<file path="config.mk">
export PLATFORM = sky130hd
export DESIGN_NAME = line_pixel_generator_flat
export DESIGN_NICKNAME = d
export VERILOG_FILES = /design/src/lpg_pkg.sv /design/src/lpg_line_if.sv /design/src/lpg_pix_if.sv /design/src/lpg_ctrl.sv /design/src/lpg_dp.sv /design/src/line_pixel_generator.sv /design/src/flat_wrapper.sv
export SDC_FILE = /design/constraint.sdc
export NUM_CORES = 1
export LEC_CHECK = 0
export BUFFER_PORTS_ARGS = -buffer_cell sky130_fd_sc_hd__buf_2
export CAP_MARGIN = 30
export CORE_MARGIN = 4
export CORE_UTILIZATION = 52
export DETAILED_ROUTE_END_ITERATION = 6
export GPL_TIMING_DRIVEN = 0
export HOLD_SLACK_MARGIN = 0.12
export PLACE_DENSITY = 0.8
export SETUP_SLACK_MARGIN = 0.3
export SLEW_MARGIN = 20
export SYNTH_ARGS = -nofsm -noshare
export SYNTH_HDL_FRONTEND = slang
export SYNTH_HIERARCHICAL = 1
export SYNTH_SLANG_ARGS = --single-unit
</file>
<file path="constraint.sdc">
create_clock -name clk_i -period 26.1 [get_ports clk_i]
set_clock_uncertainty 0.15 [all_clocks]
set_input_delay 7.83 -clock clk_i [delete_from_list [all_inputs] [get_ports clk_i]]
set_output_delay 7.83 -clock clk_i [all_outputs]
set_load 0.02 [all_outputs]
</file>
<file path="src/lpg_pkg.sv">
package lpg_pkg;

  // width of every coordinate field on the channels
  localparam int unsigned FIELD_BITS = 7;
  // default number of coordinate bits actually used
  localparam int unsigned COORD_BITS_DEF = 7;

  typedef enum logic [1:0] {
    ST_IDLE,
    ST_SETUP,
    ST_EMIT
  } lpg_state_e;

  typedef struct packed {
    logic load;   // capture endpoints of an accepted request
    logic setup;  // resolve axes, order and deltas
    logic step;   // emit one pixel pair, advance two steps
  } lpg_cmd_t;

  typedef struct packed {
    logic last_pair;  // current pair is the final one of the line
    logic out_stall;  // output register full and not taken
  } lpg_status_t;

endpackage

</file>
<file path="src/lpg_line_if.sv">
interface lpg_line_if;
  import lpg_pkg::*;

  logic                  valid;
  logic                  ready;
  logic [FIELD_BITS-1:0] start_x;
  logic [FIELD_BITS-1:0] start_y;
  logic [FIELD_BITS-1:0] end_x;
  logic [FIELD_BITS-1:0] end_y;

  modport source (output valid, output start_x, output start_y, output end_x,
                  output end_y, input ready);
  modport sink (input valid, input start_x, input start_y, input end_x,
                input end_y, output ready);
endinterface

</file>
<file path="src/lpg_pix_if.sv">
interface lpg_pix_if;
  import lpg_pkg::*;

  logic                  valid;
  logic                  ready;
  logic [FIELD_BITS-1:0] first_px_x;
  logic [FIELD_BITS-1:0] first_px_y;
  logic [FIELD_BITS-1:0] second_px_x;
  logic [FIELD_BITS-1:0] second_px_y;
  logic                  second_valid;
  logic                  last_item;

  modport source (output valid, output first_px_x, output first_px_y,
                  output second_px_x, output second_px_y, output second_valid,
                  output last_item, input ready);
  modport sink (input valid, input first_px_x, input first_px_y,
                input second_px_x, input second_px_y, input second_valid,
                input last_item, output ready);
endinterface

</file>
<file path="src/lpg_ctrl.sv">
module lpg_ctrl (
  input  logic                clk_i,
  input  logic                rst_ni,
  input  logic                in_valid_i,
  output logic                in_ready_o,
  input  lpg_pkg::lpg_status_t status_i,
  output lpg_pkg::lpg_cmd_t    cmd_o
);
  import lpg_pkg::*;

  lpg_state_e state_q, state_d;

  always_ff @(posedge clk_i or negedge rst_ni) begin
    if (!rst_ni) begin
      state_q <= ST_IDLE;
    end else begin
      state_q <= state_d;
    end
  end

  // next state
  always_comb begin
    state_d = state_q;
    unique case (state_q)
      ST_IDLE: begin
        if (in_valid_i) state_d = ST_SETUP;
      end
      ST_SETUP: begin
        state_d = ST_EMIT;
      end
      ST_EMIT: begin
        if (!status_i.out_stall && status_i.last_pair) state_d = ST_IDLE;
      end
      default: begin
        state_d = ST_IDLE;
      end
    endcase
  end

  // outputs
  always_comb begin
    in_ready_o = 1'b0;
    cmd_o      = '0;
    unique case (state_q)
      ST_IDLE: begin
        in_ready_o = 1'b1;
        cmd_o.load = in_valid_i;
      end
      ST_SETUP: begin
        cmd_o.setup = 1'b1;
      end
      ST_EMIT: begin
        cmd_o.step = !status_i.out_stall;
      end
      default: begin
        cmd_o = '0;
      end
    endcase
  end

endmodule

</file>
<file path="src/lpg_dp.sv">
module lpg_dp #(
  parameter int unsigned COORD_BITS = lpg_pkg::COORD_BITS_DEF
) (
  input  logic                            clk_i,
  input  logic                            rst_ni,
  input  lpg_pkg::lpg_cmd_t               cmd_i,
  output lpg_pkg::lpg_status_t            status_o,
  input  logic [lpg_pkg::FIELD_BITS-1:0]  start_x_i,
  input  logic [lpg_pkg::FIELD_BITS-1:0]  start_y_i,
  input  logic [lpg_pkg::FIELD_BITS-1:0]  end_x_i,
  input  logic [lpg_pkg::FIELD_BITS-1:0]  end_y_i,
  input  logic                            pix_ready_i,
  output logic                            pix_valid_o,
  output logic [lpg_pkg::FIELD_BITS-1:0]  first_px_x_o,
  output logic [lpg_pkg::FIELD_BITS-1:0]  first_px_y_o,
  output logic [lpg_pkg::FIELD_BITS-1:0]  second_px_x_o,
  output logic [lpg_pkg::FIELD_BITS-1:0]  second_px_y_o,
  output logic                            second_valid_o,
  output logic                            last_item_o
);
  import lpg_pkg::*;

  localparam int unsigned W  = COORD_BITS;
  localparam int unsigned CW = COORD_BITS + 1;  // pixel count, up to 2**W
  localparam int unsigned EW = COORD_BITS + 3;  // error, signed, holds twice its peak

  // captured endpoints
  logic [W-1:0] ax_q, ay_q, bx_q, by_q;

  // stepping state
  logic                 steep_q, dec_q;
  logic [W-1:0]         mj_q, mn_q, dmj_q, dmn_q;
  logic signed [EW-1:0] err_q;
  logic [CW-1:0]        left_q;

  // output register
  logic                  out_valid_q, out_valid_d;
  logic [FIELD_BITS-1:0] fx_q, fy_q, sx_q, sy_q;
  logic                  sv_q, last_q;

  // setup logic
  logic [W-1:0] adx, ady, sa_mj, sa_mn, sb_mj, sb_mn;
  logic [W-1:0] p_mj, p_mn, q_mj, q_mn;
  logic         steep, ord;

  // two chained steps
  logic signed [EW-1:0] e1, e2, err1, err2, dmj_s;
  logic                 hit1, hit2;
  logic [W-1:0]         mj1, mn1, mj2, mn2;
  logic                 has_second, last_pair;

  always_comb begin
    adx   = (ax_q > bx_q) ? ax_q - bx_q : bx_q - ax_q;
    ady   = (ay_q > by_q) ? ay_q - by_q : by_q - ay_q;
    steep = ady > adx;
    sa_mj = steep ? ay_q : ax_q;
    sa_mn = steep ? ax_q : ay_q;
    sb_mj = steep ? by_q : bx_q;
    sb_mn = steep ? bx_q : by_q;
    ord   = sa_mj > sb_mj;
    p_mj  = ord ? sb_mj : sa_mj;
    p_mn  = ord ? sb_mn : sa_mn;
    q_mj  = ord ? sa_mj : sb_mj;
    q_mn  = ord ? sa_mn : sb_mn;
  end

  always_comb begin
    dmj_s = signed'(EW'(dmj_q));
    e1    = err_q + signed'(EW'(dmn_q));
    hit1  = (e1 <<< 1) >= dmj_s;
    err1  = hit1 ? e1 - dmj_s : e1;
    mn1   = hit1 ? (dec_q ? mn_q - W'(1) : mn_q + W'(1)) : mn_q;
    mj1   = mj_q + W'(1);
    e2    = err1 + signed'(EW'(dmn_q));
    hit2  = (e2 <<< 1) >= dmj_s;
    err2  = hit2 ? e2 - dmj_s : e2;
    mn2   = hit2 ? (dec_q ? mn1 - W'(1) : mn1 + W'(1)) : mn1;
    mj2   = mj1 + W'(1);
  end

  assign has_second = left_q >= CW'(2);
  assign last_pair  = left_q <= CW'(2);

  always_ff @(posedge clk_i) begin
    if (cmd_i.load) begin
      ax_q <= start_x_i[W-1:0];
      ay_q <= start_y_i[W-1:0];
      bx_q <= end_x_i[W-1:0];
      by_q <= end_y_i[W-1:0];
    end
  end

  always_ff @(posedge clk_i) begin
    if (cmd_i.setup) begin
      steep_q <= steep;
      mj_q    <= p_mj;
      mn_q    <= p_mn;
      dmj_q   <= q_mj - p_mj;
      dmn_q   <= (p_mn > q_mn) ? p_mn - q_mn : q_mn - p_mn;
      dec_q   <= !(p_mn < q_mn);
      err_q   <= '0;
      left_q  <= CW'(q_mj - p_mj) + CW'(1);
    end else if (cmd_i.step) begin
      mj_q   <= mj2;
      mn_q   <= mn2;
      err_q  <= err2;
      left_q <= last_pair ? '0 : left_q - CW'(2);
    end
  end

  // output payload
  always_ff @(posedge clk_i) begin
    if (cmd_i.step) begin
      fx_q   <= FIELD_BITS'(steep_q ? mn_q : mj_q);
      fy_q   <= FIELD_BITS'(steep_q ? mj_q : mn_q);
      sx_q   <= has_second ? FIELD_BITS'(steep_q ? mn1 : mj1) : '0;
      sy_q   <= has_second ? FIELD_BITS'(steep_q ? mj1 : mn1) : '0;
      sv_q   <= has_second;
      last_q <= last_pair;
    end
  end

  always_comb begin
    if (cmd_i.step) begin
      out_valid_d = 1'b1;
    end else if (pix_ready_i) begin
      out_valid_d = 1'b0;
    end else begin
      out_valid_d = out_valid_q;
    end
  end

  always_ff @(posedge clk_i or negedge rst_ni) begin
    if (!rst_ni) begin
      out_valid_q <= 1'b0;
    end else begin
      out_valid_q <= out_valid_d;
    end
  end

  assign status_o.last_pair = last_pair;
  assign status_o.out_stall = out_valid_q && !pix_ready_i;

  assign pix_valid_o    = out_valid_q;
  assign first_px_x_o   = fx_q;
  assign first_px_y_o   = fy_q;
  assign second_px_x_o  = sx_q;
  assign second_px_y_o  = sy_q;
  assign second_valid_o = sv_q;
  assign last_item_o    = last_q;

endmodule

</file>
<file path="src/line_pixel_generator.sv">
// bresenham line rasteriser, up to two pixels per result
// a taken request goes through setup and emit before its first pair shows
// stepping advances two pixels per cycle while the output is not stalled
// reset: asynchronous, active low; returns to idle with no result pending
// a new line request is taken while the final pair still waits in the output
module line_pixel_generator #(
  parameter int unsigned COORD_BITS = lpg_pkg::COORD_BITS_DEF
) (
  input  logic clk_i,
  input  logic rst_ni,
  lpg_line_if.sink  line_i,
  lpg_pix_if.source pix_o
);
  import lpg_pkg::*;

  // command and status between sequencer and stepping datapath
  lpg_cmd_t    cmd;
  lpg_status_t status;

  // sequencer: idle, setup of axes and deltas, one pair per unstalled cycle
  lpg_ctrl u_ctrl (
    .clk_i      (clk_i),
    .rst_ni     (rst_ni),
    .in_valid_i (line_i.valid),
    .in_ready_o (line_i.ready),
    .status_i   (status),
    .cmd_o      (cmd)
  );

  // datapath: endpoint capture, steep swap and ordering, error stepping,
  // output register that parts the result side from the request side
  lpg_dp #(
    .COORD_BITS (COORD_BITS)
  ) u_dp (
    .clk_i          (clk_i),
    .rst_ni         (rst_ni),
    .cmd_i          (cmd),
    .status_o       (status),
    .start_x_i      (line_i.start_x),
    .start_y_i      (line_i.start_y),
    .end_x_i        (line_i.end_x),
    .end_y_i        (line_i.end_y),
    .pix_ready_i    (pix_o.ready),
    .pix_valid_o    (pix_o.valid),
    .first_px_x_o   (pix_o.first_px_x),
    .first_px_y_o   (pix_o.first_px_y),
    .second_px_x_o  (pix_o.second_px_x),
    .second_px_y_o  (pix_o.second_px_y),
    .second_valid_o (pix_o.second_valid),
    .last_item_o    (pix_o.last_item)
  );

endmodule

</file>
<file path="src/flat_wrapper.sv">
// flat-port wrapper written by rule: the top's interface ports become plain ports
module line_pixel_generator_flat import lpg_pkg::*;
#(
  parameter int unsigned COORD_BITS = lpg_pkg::COORD_BITS_DEF
)
  (clk_i, rst_ni, line_i_valid, line_i_start_x, line_i_start_y, line_i_end_x, line_i_end_y, line_i_ready, pix_o_valid, pix_o_first_px_x, pix_o_first_px_y, pix_o_second_px_x, pix_o_second_px_y, pix_o_second_valid, pix_o_last_item, pix_o_ready);
  lpg_line_if line_i_i ();
  lpg_pix_if pix_o_i ();
  input  logic clk_i;
  input  logic rst_ni;
  input wire logic [$bits(line_i_i.valid)-1:0] line_i_valid;
  input wire logic [$bits(line_i_i.start_x)-1:0] line_i_start_x;
  input wire logic [$bits(line_i_i.start_y)-1:0] line_i_start_y;
  input wire logic [$bits(line_i_i.end_x)-1:0] line_i_end_x;
  input wire logic [$bits(line_i_i.end_y)-1:0] line_i_end_y;
  output wire logic [$bits(line_i_i.ready)-1:0] line_i_ready;
  output wire logic [$bits(pix_o_i.valid)-1:0] pix_o_valid;
  output wire logic [$bits(pix_o_i.first_px_x)-1:0] pix_o_first_px_x;
  output wire logic [$bits(pix_o_i.first_px_y)-1:0] pix_o_first_px_y;
  output wire logic [$bits(pix_o_i.second_px_x)-1:0] pix_o_second_px_x;
  output wire logic [$bits(pix_o_i.second_px_y)-1:0] pix_o_second_px_y;
  output wire logic [$bits(pix_o_i.second_valid)-1:0] pix_o_second_valid;
  output wire logic [$bits(pix_o_i.last_item)-1:0] pix_o_last_item;
  input wire logic [$bits(pix_o_i.ready)-1:0] pix_o_ready;
  assign line_i_i.valid = line_i_valid;
  assign line_i_i.start_x = line_i_start_x;
  assign line_i_i.start_y = line_i_start_y;
  assign line_i_i.end_x = line_i_end_x;
  assign line_i_i.end_y = line_i_end_y;
  assign line_i_ready = line_i_i.ready;
  assign pix_o_valid = pix_o_i.valid;
  assign pix_o_first_px_x = pix_o_i.first_px_x;
  assign pix_o_first_px_y = pix_o_i.first_px_y;
  assign pix_o_second_px_x = pix_o_i.second_px_x;
  assign pix_o_second_px_y = pix_o_i.second_px_y;
  assign pix_o_second_valid = pix_o_i.second_valid;
  assign pix_o_last_item = pix_o_i.last_item;
  assign pix_o_i.ready = pix_o_ready;
  line_pixel_generator #(.COORD_BITS(COORD_BITS)) u_core (.clk_i(clk_i), .rst_ni(rst_ni), .line_i(line_i_i), .pix_o(pix_o_i));
endmodule
</file>
Yosys cells after proc, flatten, opt, wreduce, memory -nomap -nowiden
Index checks and enable logic that the tools add are counted.
{"block": "word_totals", "out_inout_bits": 32, "word_cells": 100, "reg_bits": 109}
{"block": "classes", "reduce_logical": 9, "addsub": 20, "n_lt_le_gt_ge": 10, "eq_ne": 4, "n_mux": 37}
{"operator": "$mux W7", "n": 23}
{"operator": "$sub A7 B7 Y7", "n": 7}
{"operator": "$gt A7 B7 Y1", "n": 5}
{"operator": "$add A7 B1 Y7 const B", "n": 4}
{"operator": "$mux W8", "n": 3}
{"operator": "$add A10 B8 Y10", "n": 2}
{"operator": "$ge A10 B8 Y1", "n": 2}
{"operator": "$mux W10", "n": 2}
{"operator": "$sub A10 B8 Y10", "n": 2}
{"operator": "$sub A7 B1 Y7 const B", "n": 2}
{"operator": "$add A8 B1 Y8 const B", "n": 1}
{"operator": "$ge A8 B2 Y1 const B", "n": 1}
{"operator": "$le A8 B2 Y1 const B", "n": 1}
{"operator": "$sub A7 B7 Y8", "n": 1}
{"operator": "$sub A8 B2 Y8 const B", "n": 1}
{"operator": "$lt A7 B7 Y1", "n": 1}
{"operator": "$mux W1", "n": 6}
{"operator": "$pmux W2 S3", "n": 1}
{"operator": "$mux W2", "n": 2}
{"operator": "$ne A2 B2 Y1 const B", "n": 2}
{"operator": "$reduce_bool A2 Y1", "n": 2}
{"operator": "$logic_not A1 Y1", "n": 3}
{"operator": "$eq A2 B1 Y1 const B", "n": 1}
{"operator": "$eq A2 B2 Y1 const B", "n": 1}
{"operator": "other kinds (3)", "n": 4}

Logic depth before layout (Yosys ltp)
{"block": "depth", "depth_word": 9, "ltp_mapped": 46, "depth_no_buf": 40}

Modules after synthesis
The synthesis kept the hierarchy.
{"mod": "lpg_dp", "n_inst": 1, "seq_area_each_um2": 3088.0, "area_each_um2": 9584.2, "cells_each": 1020}
{"mod": "lpg_ctrl", "n_inst": 1, "seq_area_each_um2": 50.0, "area_each_um2": 96.3, "cells_each": 10}

Worst setup path after synthesis
OpenSTA, ideal clock, no wires.
{"block": "synth_timing", "path_kind": "input port to flip-flop", "from": "in pix_o_ready", "to": "reg u_core.u_dp.left_q[1] (enable)", "n_path_buf": 1, "required_time_ps": 25573, "setup_slack_ps": 15451, "cell_stages": 5, "setup_time_ps": 377, "arrival_ps": 10122, "cell_sequence": "nor2b_1 > nor2_1 > clkbuf_1 > inv_1 > nand2_1"}
{"element": "start, declared", "line_no": "flat_wrapper.sv:24", "source": "input wire logic [$bits(pix_o_i.ready)-1:0] pix_o_ready;"}
{"element": "end signal, assigned", "line_no": "lpg_dp.sv:102", "source": "left_q <= CW'(q_mj - p_mj) + CW'(1);"}
{"element": "end signal, assigned", "line_no": "lpg_dp.sv:107", "source": "left_q <= last_pair ? '0 : left_q - CW'(2);"}
{"element": "end, declared", "line_no": "lpg_dp.sv:34", "source": "logic [CW-1:0] left_q;"}

Worst setup path in the final report
{"block": "layout_timing", "from": "reg u_core.u_dp.ay_q[2]", "to": "reg u_core.u_dp.dmn_q[6] (data pin)"}
{"block": "layout_between", "elab_chain_len": 8, "elab_cells_between_ends": 16, "classes_between": "add/sub (4); order compare (4); mux (8)"}
{"element": "start, declared", "line_no": "lpg_dp.sv:28", "source": "logic [W-1:0] ax_q, ay_q, bx_q, by_q;"}
{"element": "start signal, assigned", "line_no": "lpg_dp.sv:87", "source": "ay_q <= start_y_i[W-1:0];"}
{"element": "$sub A7 B7 Y7 / $gt A7 B7 Y1 (equally long branches)", "line_no": "lpg_dp.sv:54", "source": "ady = (ay_q > by_q) ? ay_q - by_q : by_q - ay_q;"}
{"element": "$mux W7", "line_no": "lpg_dp.sv:54"}
{"element": "$gt A7 B7 Y1", "line_no": "lpg_dp.sv:55", "source": "steep = ady > adx;"}
{"element": "$mux W7, on equally long branches", "line_no": "lpg_dp.sv:56, lpg_dp.sv:58"}
{"element": "$gt A7 B7 Y1", "line_no": "lpg_dp.sv:60", "source": "ord = sa_mj > sb_mj;"}
{"element": "$mux W7, on equally long branches", "line_no": "lpg_dp.sv:64, lpg_dp.sv:62"}
{"element": "$sub A7 B7 Y7 / $gt A7 B7 Y1 (equally long branches)", "line_no": "lpg_dp.sv:99", "source": "dmn_q <= (p_mn > q_mn) ? p_mn - q_mn : q_mn - p_mn;"}
{"element": "$mux W7 (*)", "line_no": "lpg_dp.sv:99"}
{"element": "end signal, assigned", "line_no": "lpg_dp.sv:99"}
{"element": "end, declared", "line_no": "lpg_dp.sv:32", "source": "logic [W-1:0] mj_q, mn_q, dmj_q, dmn_q;"}
Every way passes the cells marked *; elsewhere a longest branch is shown, timed or not.
A chain may end at the register's enable or synchronous reset.

==> results.md <==
- Number of top-level pins: 64
- Core area: 18100 um^2
- Total wire length after detailed routing: about 23000 um
- Worst-path fanout max: 10
- Place WS: between 10 and 15 ns
- Fraction of final layout cells with drive strength greater than 1: 12.4%
- Count of cells resized by post-cts repair: 0
- Placement row count: a little under 50
- Period utilisation layout: 46.0%
- Buffer and inverter count on the worst path: 10
- Count of warnings emitted by yosys: 6
- Die Wd: 144 um
- Post-detailed-placement half-perimeter wirelength: 18300 um
- Antenna diode count: 0
- Number of distinct standard cells referenced by the synthesized netlist: 70
- Max-slew violation count: 0
- H-tree depth reported by CTS: 3
- Aggregate global routing overflow: 0
- Synth area leader: edfxtp_1
- Mapped Cells: 1030
- Root Buffer: clkbuf_16
- Crit path max-delay family: compound AO/OA/AOI/OAI gates
- Critical path's largest stage delay: 0.68 ns
- Startpoint kind of the worst setup timing path: flip-flop
- Total number of vias: 8000
- Setup crit end kind: flip-flop
- Initial antenna violation count: 0
- Accumulated negative setup slack: 0 ns
- Maximum root-to-sink buffer count: 2
- Die Ht: 144 um
- Status: finished, final reports clean
- Most frequent cells after synthesis: ha_1 (114), edfxtp_1 (96), inv_1 (96)
- Proportion of synthesized chip area in sequential cells: 32.4%
- ANT nets after route: 0
- Hold buffer count at CTS: 0
- Vias per cell: 5.96
- Area of the mapped netlist: 9680 um^2
- Cell repeated most along the worst path: a21oi_1
- Number of maximum-capacitance violations: 0
- Class of the tightest hold or removal check: reg -> reg
- Cell with the largest stage delay on the worst path: a41oi_1
- Global-route wire length before repair: 37400 um
- Number of sinks handled by clock tree synthesis: 108
- Count of flip-flops with a built-in enable after synthesis: 96
- Post-synthesis register bit count: between 100 and 150
- Number of DRC violations after detailed routing: 0
- Slew at the pin closest to its max-slew limit: 0.893 ns
- Fmax: 83.3 MHz
- DR pass1 iterations: 5
- Initial DRC Count: 624
- Leading register cell type out of synthesis: edfxtp_1
- PnR worst setup slack: 14.10 ns
- Clock-pin slew reported for the worst setup and hold paths after clock tree synthesis: approximately 0.090 ns
- Worst slew margin relative to its limit: 40.3%
- Clock insertion delay at the later pin of the skew report: around 0.36 ns
- Final weighted congestion of routability-driven global placement: 0.934
- Fraction of post-synthesis cell area in the top cell type by area: ~30%
- Final setup violation count: 0
- Data required, critical path: roughly 26 ns
- Count of nets after finishing: 1267
- Die Area: 20900 um^2
- Number of port buffers: 63
- Mean Syn Cell Area: about 9.4 um^2
- Area grow syn2layout: 10.1%
- Clock tree from TritonCTS: done
- Total CTS buffers: 9
- Routed WL per cell: 17.2 um
- Number of buffers inserted to repair setup after CTS: 0
- Most numerous cell in the Yosys netlist: ha_1
- Number of nets produced by synthesis: 1189
- Overall track demand over capacity in global routing: 22.4%
- Setup repair after global routing missed its margin: no
- Crit Path Class: reg -> reg
- Critical path data arrival time: ~12 ns
- Fraction of registers with async set/reset: 2.78%
- Initial Utilization: 53.3%
- Largest net degree at the start of global routing: 31
- Area contributors post-synth: edfxtp_1 (30%), ha_1 (15%), xnor2_1 (4.4%)
- Fill cell total of the finished layout: 1575
- Post-layout minimum cycle time: 12.00 ns
- Number of failing hold endpoints at the final stage: 0
- Vias in the first global route: 7697
-- layout make-up --
class                           count  area [um^2]  area share, %
Buffer                             37          156           1.47
Clock buffer                        9          225           2.11
Clock inverter                      7         86.3          0.810
Inverter                           96          360           3.38
Multi-Input combinational cell    789         6040           56.7
Sequential cell                   108         3140           29.5
Tap cell                          229          287           2.69
Timing Repair Buffer               67          363           3.41
-- path summary, 6_finish.rpt --
| check | startpoint | to | slack (ns) | cells after the start |
|---|---|---|---|---|
| setup / recovery | u_core/u_dp/ay_q[2]$_DFFE_PP_ | u_core/u_dp/dmn_q[6]$_DFFE_PP_ | 14.10 | 43 |
| hold / removal | u_core/u_dp/err_q[2]$_SDFFE_PP0P_ | u_core/u_dp/err_q[2]$_SDFFE_PP0P_ | 0.35 | 2 |
| setup reg to reg | u_core/u_dp/ay_q[2]$_DFFE_PP_ | u_core/u_dp/dmn_q[6]$_DFFE_PP_ | 14.10 | 43 |
| hold reg to reg | u_core/u_dp/err_q[2]$_SDFFE_PP0P_ | u_core/u_dp/err_q[2]$_SDFFE_PP0P_ | 0.35 | 2 |
| max in group asynchronous | rst_ni | u_core/u_dp/pix_valid_o$_DFFE_PN0P_ | 18.58 | 1 |
| min in group asynchronous | rst_ni | u_core/u_ctrl/state_q[1]$_DFFE_PN0P_ | 7.10 | 1 |
-- stage by stage --
| step | cell area [um^2] | instances | utilization [%] | hold WS, ns |
|---|---|---|---|---|
| after floorplan | 9680 | 1030 | - | 0.308 |
| after global placement | 10300 | 1322 | 56.7 | 0.325 |
| after detailed placement | 10300 | 1325 | 56.9 | 0.334 |
| after CTS | 10600 | 1341 | 58.6 | 0.347 |
| after global routing | 10700 | 1342 | 58.7 | 0.376 |
| final | 10700 | 1342 | 58.7 | 0.346 |
-- worst reg2reg max path, delay by kind of cell (launching register included) --
kind,cells,cell delay [ns]
multiplexers,3,0.90
XOR/XNOR,2,0.33
flip-flops,1,0.37
AO/OA/AOI/OAI,21,4.98
AND/OR/NAND/NOR,3,0.88
adder cells (fa/ha/maj),4,1.30
buffers and inverters,10,2.86
-- routing by layer --
layer	global-route usage, %	share of wire, %	up-vias
met5	0	0	-
met4	7.90	3.1	0
met3	4.07	6.2	59
met2	37.8	48	286
met1	29.0	43	3785
li1	-	-	3870
-- cell usage in the layout, fill, tap and decap left out, types with 6 or more instances in the layout --
cell and instances:
a211oi_1 23, edfxtp_1 96, clkbuf_16 9, a31oi_1 6, nand3_1 15, xor2_1 24
a21o_1 35, o21ai_0 44, nand2b_1 7, buf_1 10, and3_1 6, nor3_1 24
fa_1 13, mux2_2 28, inv_1 96, mux2i_1 34, o211ai_1 14, buf_2 68
dfxtp_1 9, nor2b_1 16, o21bai_1 13, nor2_1 79, ha_1 114, clkbuf_1 21
a21oi_1 80, xnor2_1 49, o21a_1 6, or3_1 13, nand2_1 62, and2_1 8
or2_2 8, o31ai_1 9
-- kinds of logic after synthesis --
| kind of cell | Yosys count | synth area share [%] |
|---|---|---|
| AND/OR/NAND/NOR | 256 | 12.5 |
| XOR/XNOR | 74 | 6.77 |
| flip-flops | 108 | 32.4 |
| multiplexers | 64 | 7.07 |
| adder cells (fa/ha/maj) | 128 | 17.5 |
| AO/OA/AOI/OAI | 267 | 18.4 |
| buffers and inverters | 133 | 5.34 |
-- sequential cells by signal, summed over array words and instances (netlist names) --
signal                      cells
u_core/u_ctrl/state_q           2
u_core/u_dp/ax_q                7
u_core/u_dp/ay_q                7
u_core/u_dp/bx_q                7
u_core/u_dp/by_q                7
u_core/u_dp/dec_q               1
u_core/u_dp/dmj_q               7
u_core/u_dp/dmn_q               7
u_core/u_dp/err_q               9
u_core/u_dp/first_px_x_o        7
u_core/u_dp/first_px_y_o        7
u_core/u_dp/last_item_o         1
u_core/u_dp/left_q              8
u_core/u_dp/mj_q                7
u_core/u_dp/mn_q                7
u_core/u_dp/pix_valid_o         1
u_core/u_dp/second_px_x_o       7
u_core/u_dp/second_px_y_o       7
u_core/u_dp/second_valid_o      1
u_core/u_dp/steep_q             1
Power is left out: the tool's default activity adds up to more than one toggle a clock period on the data nets, which glitch-free logic cannot reach.
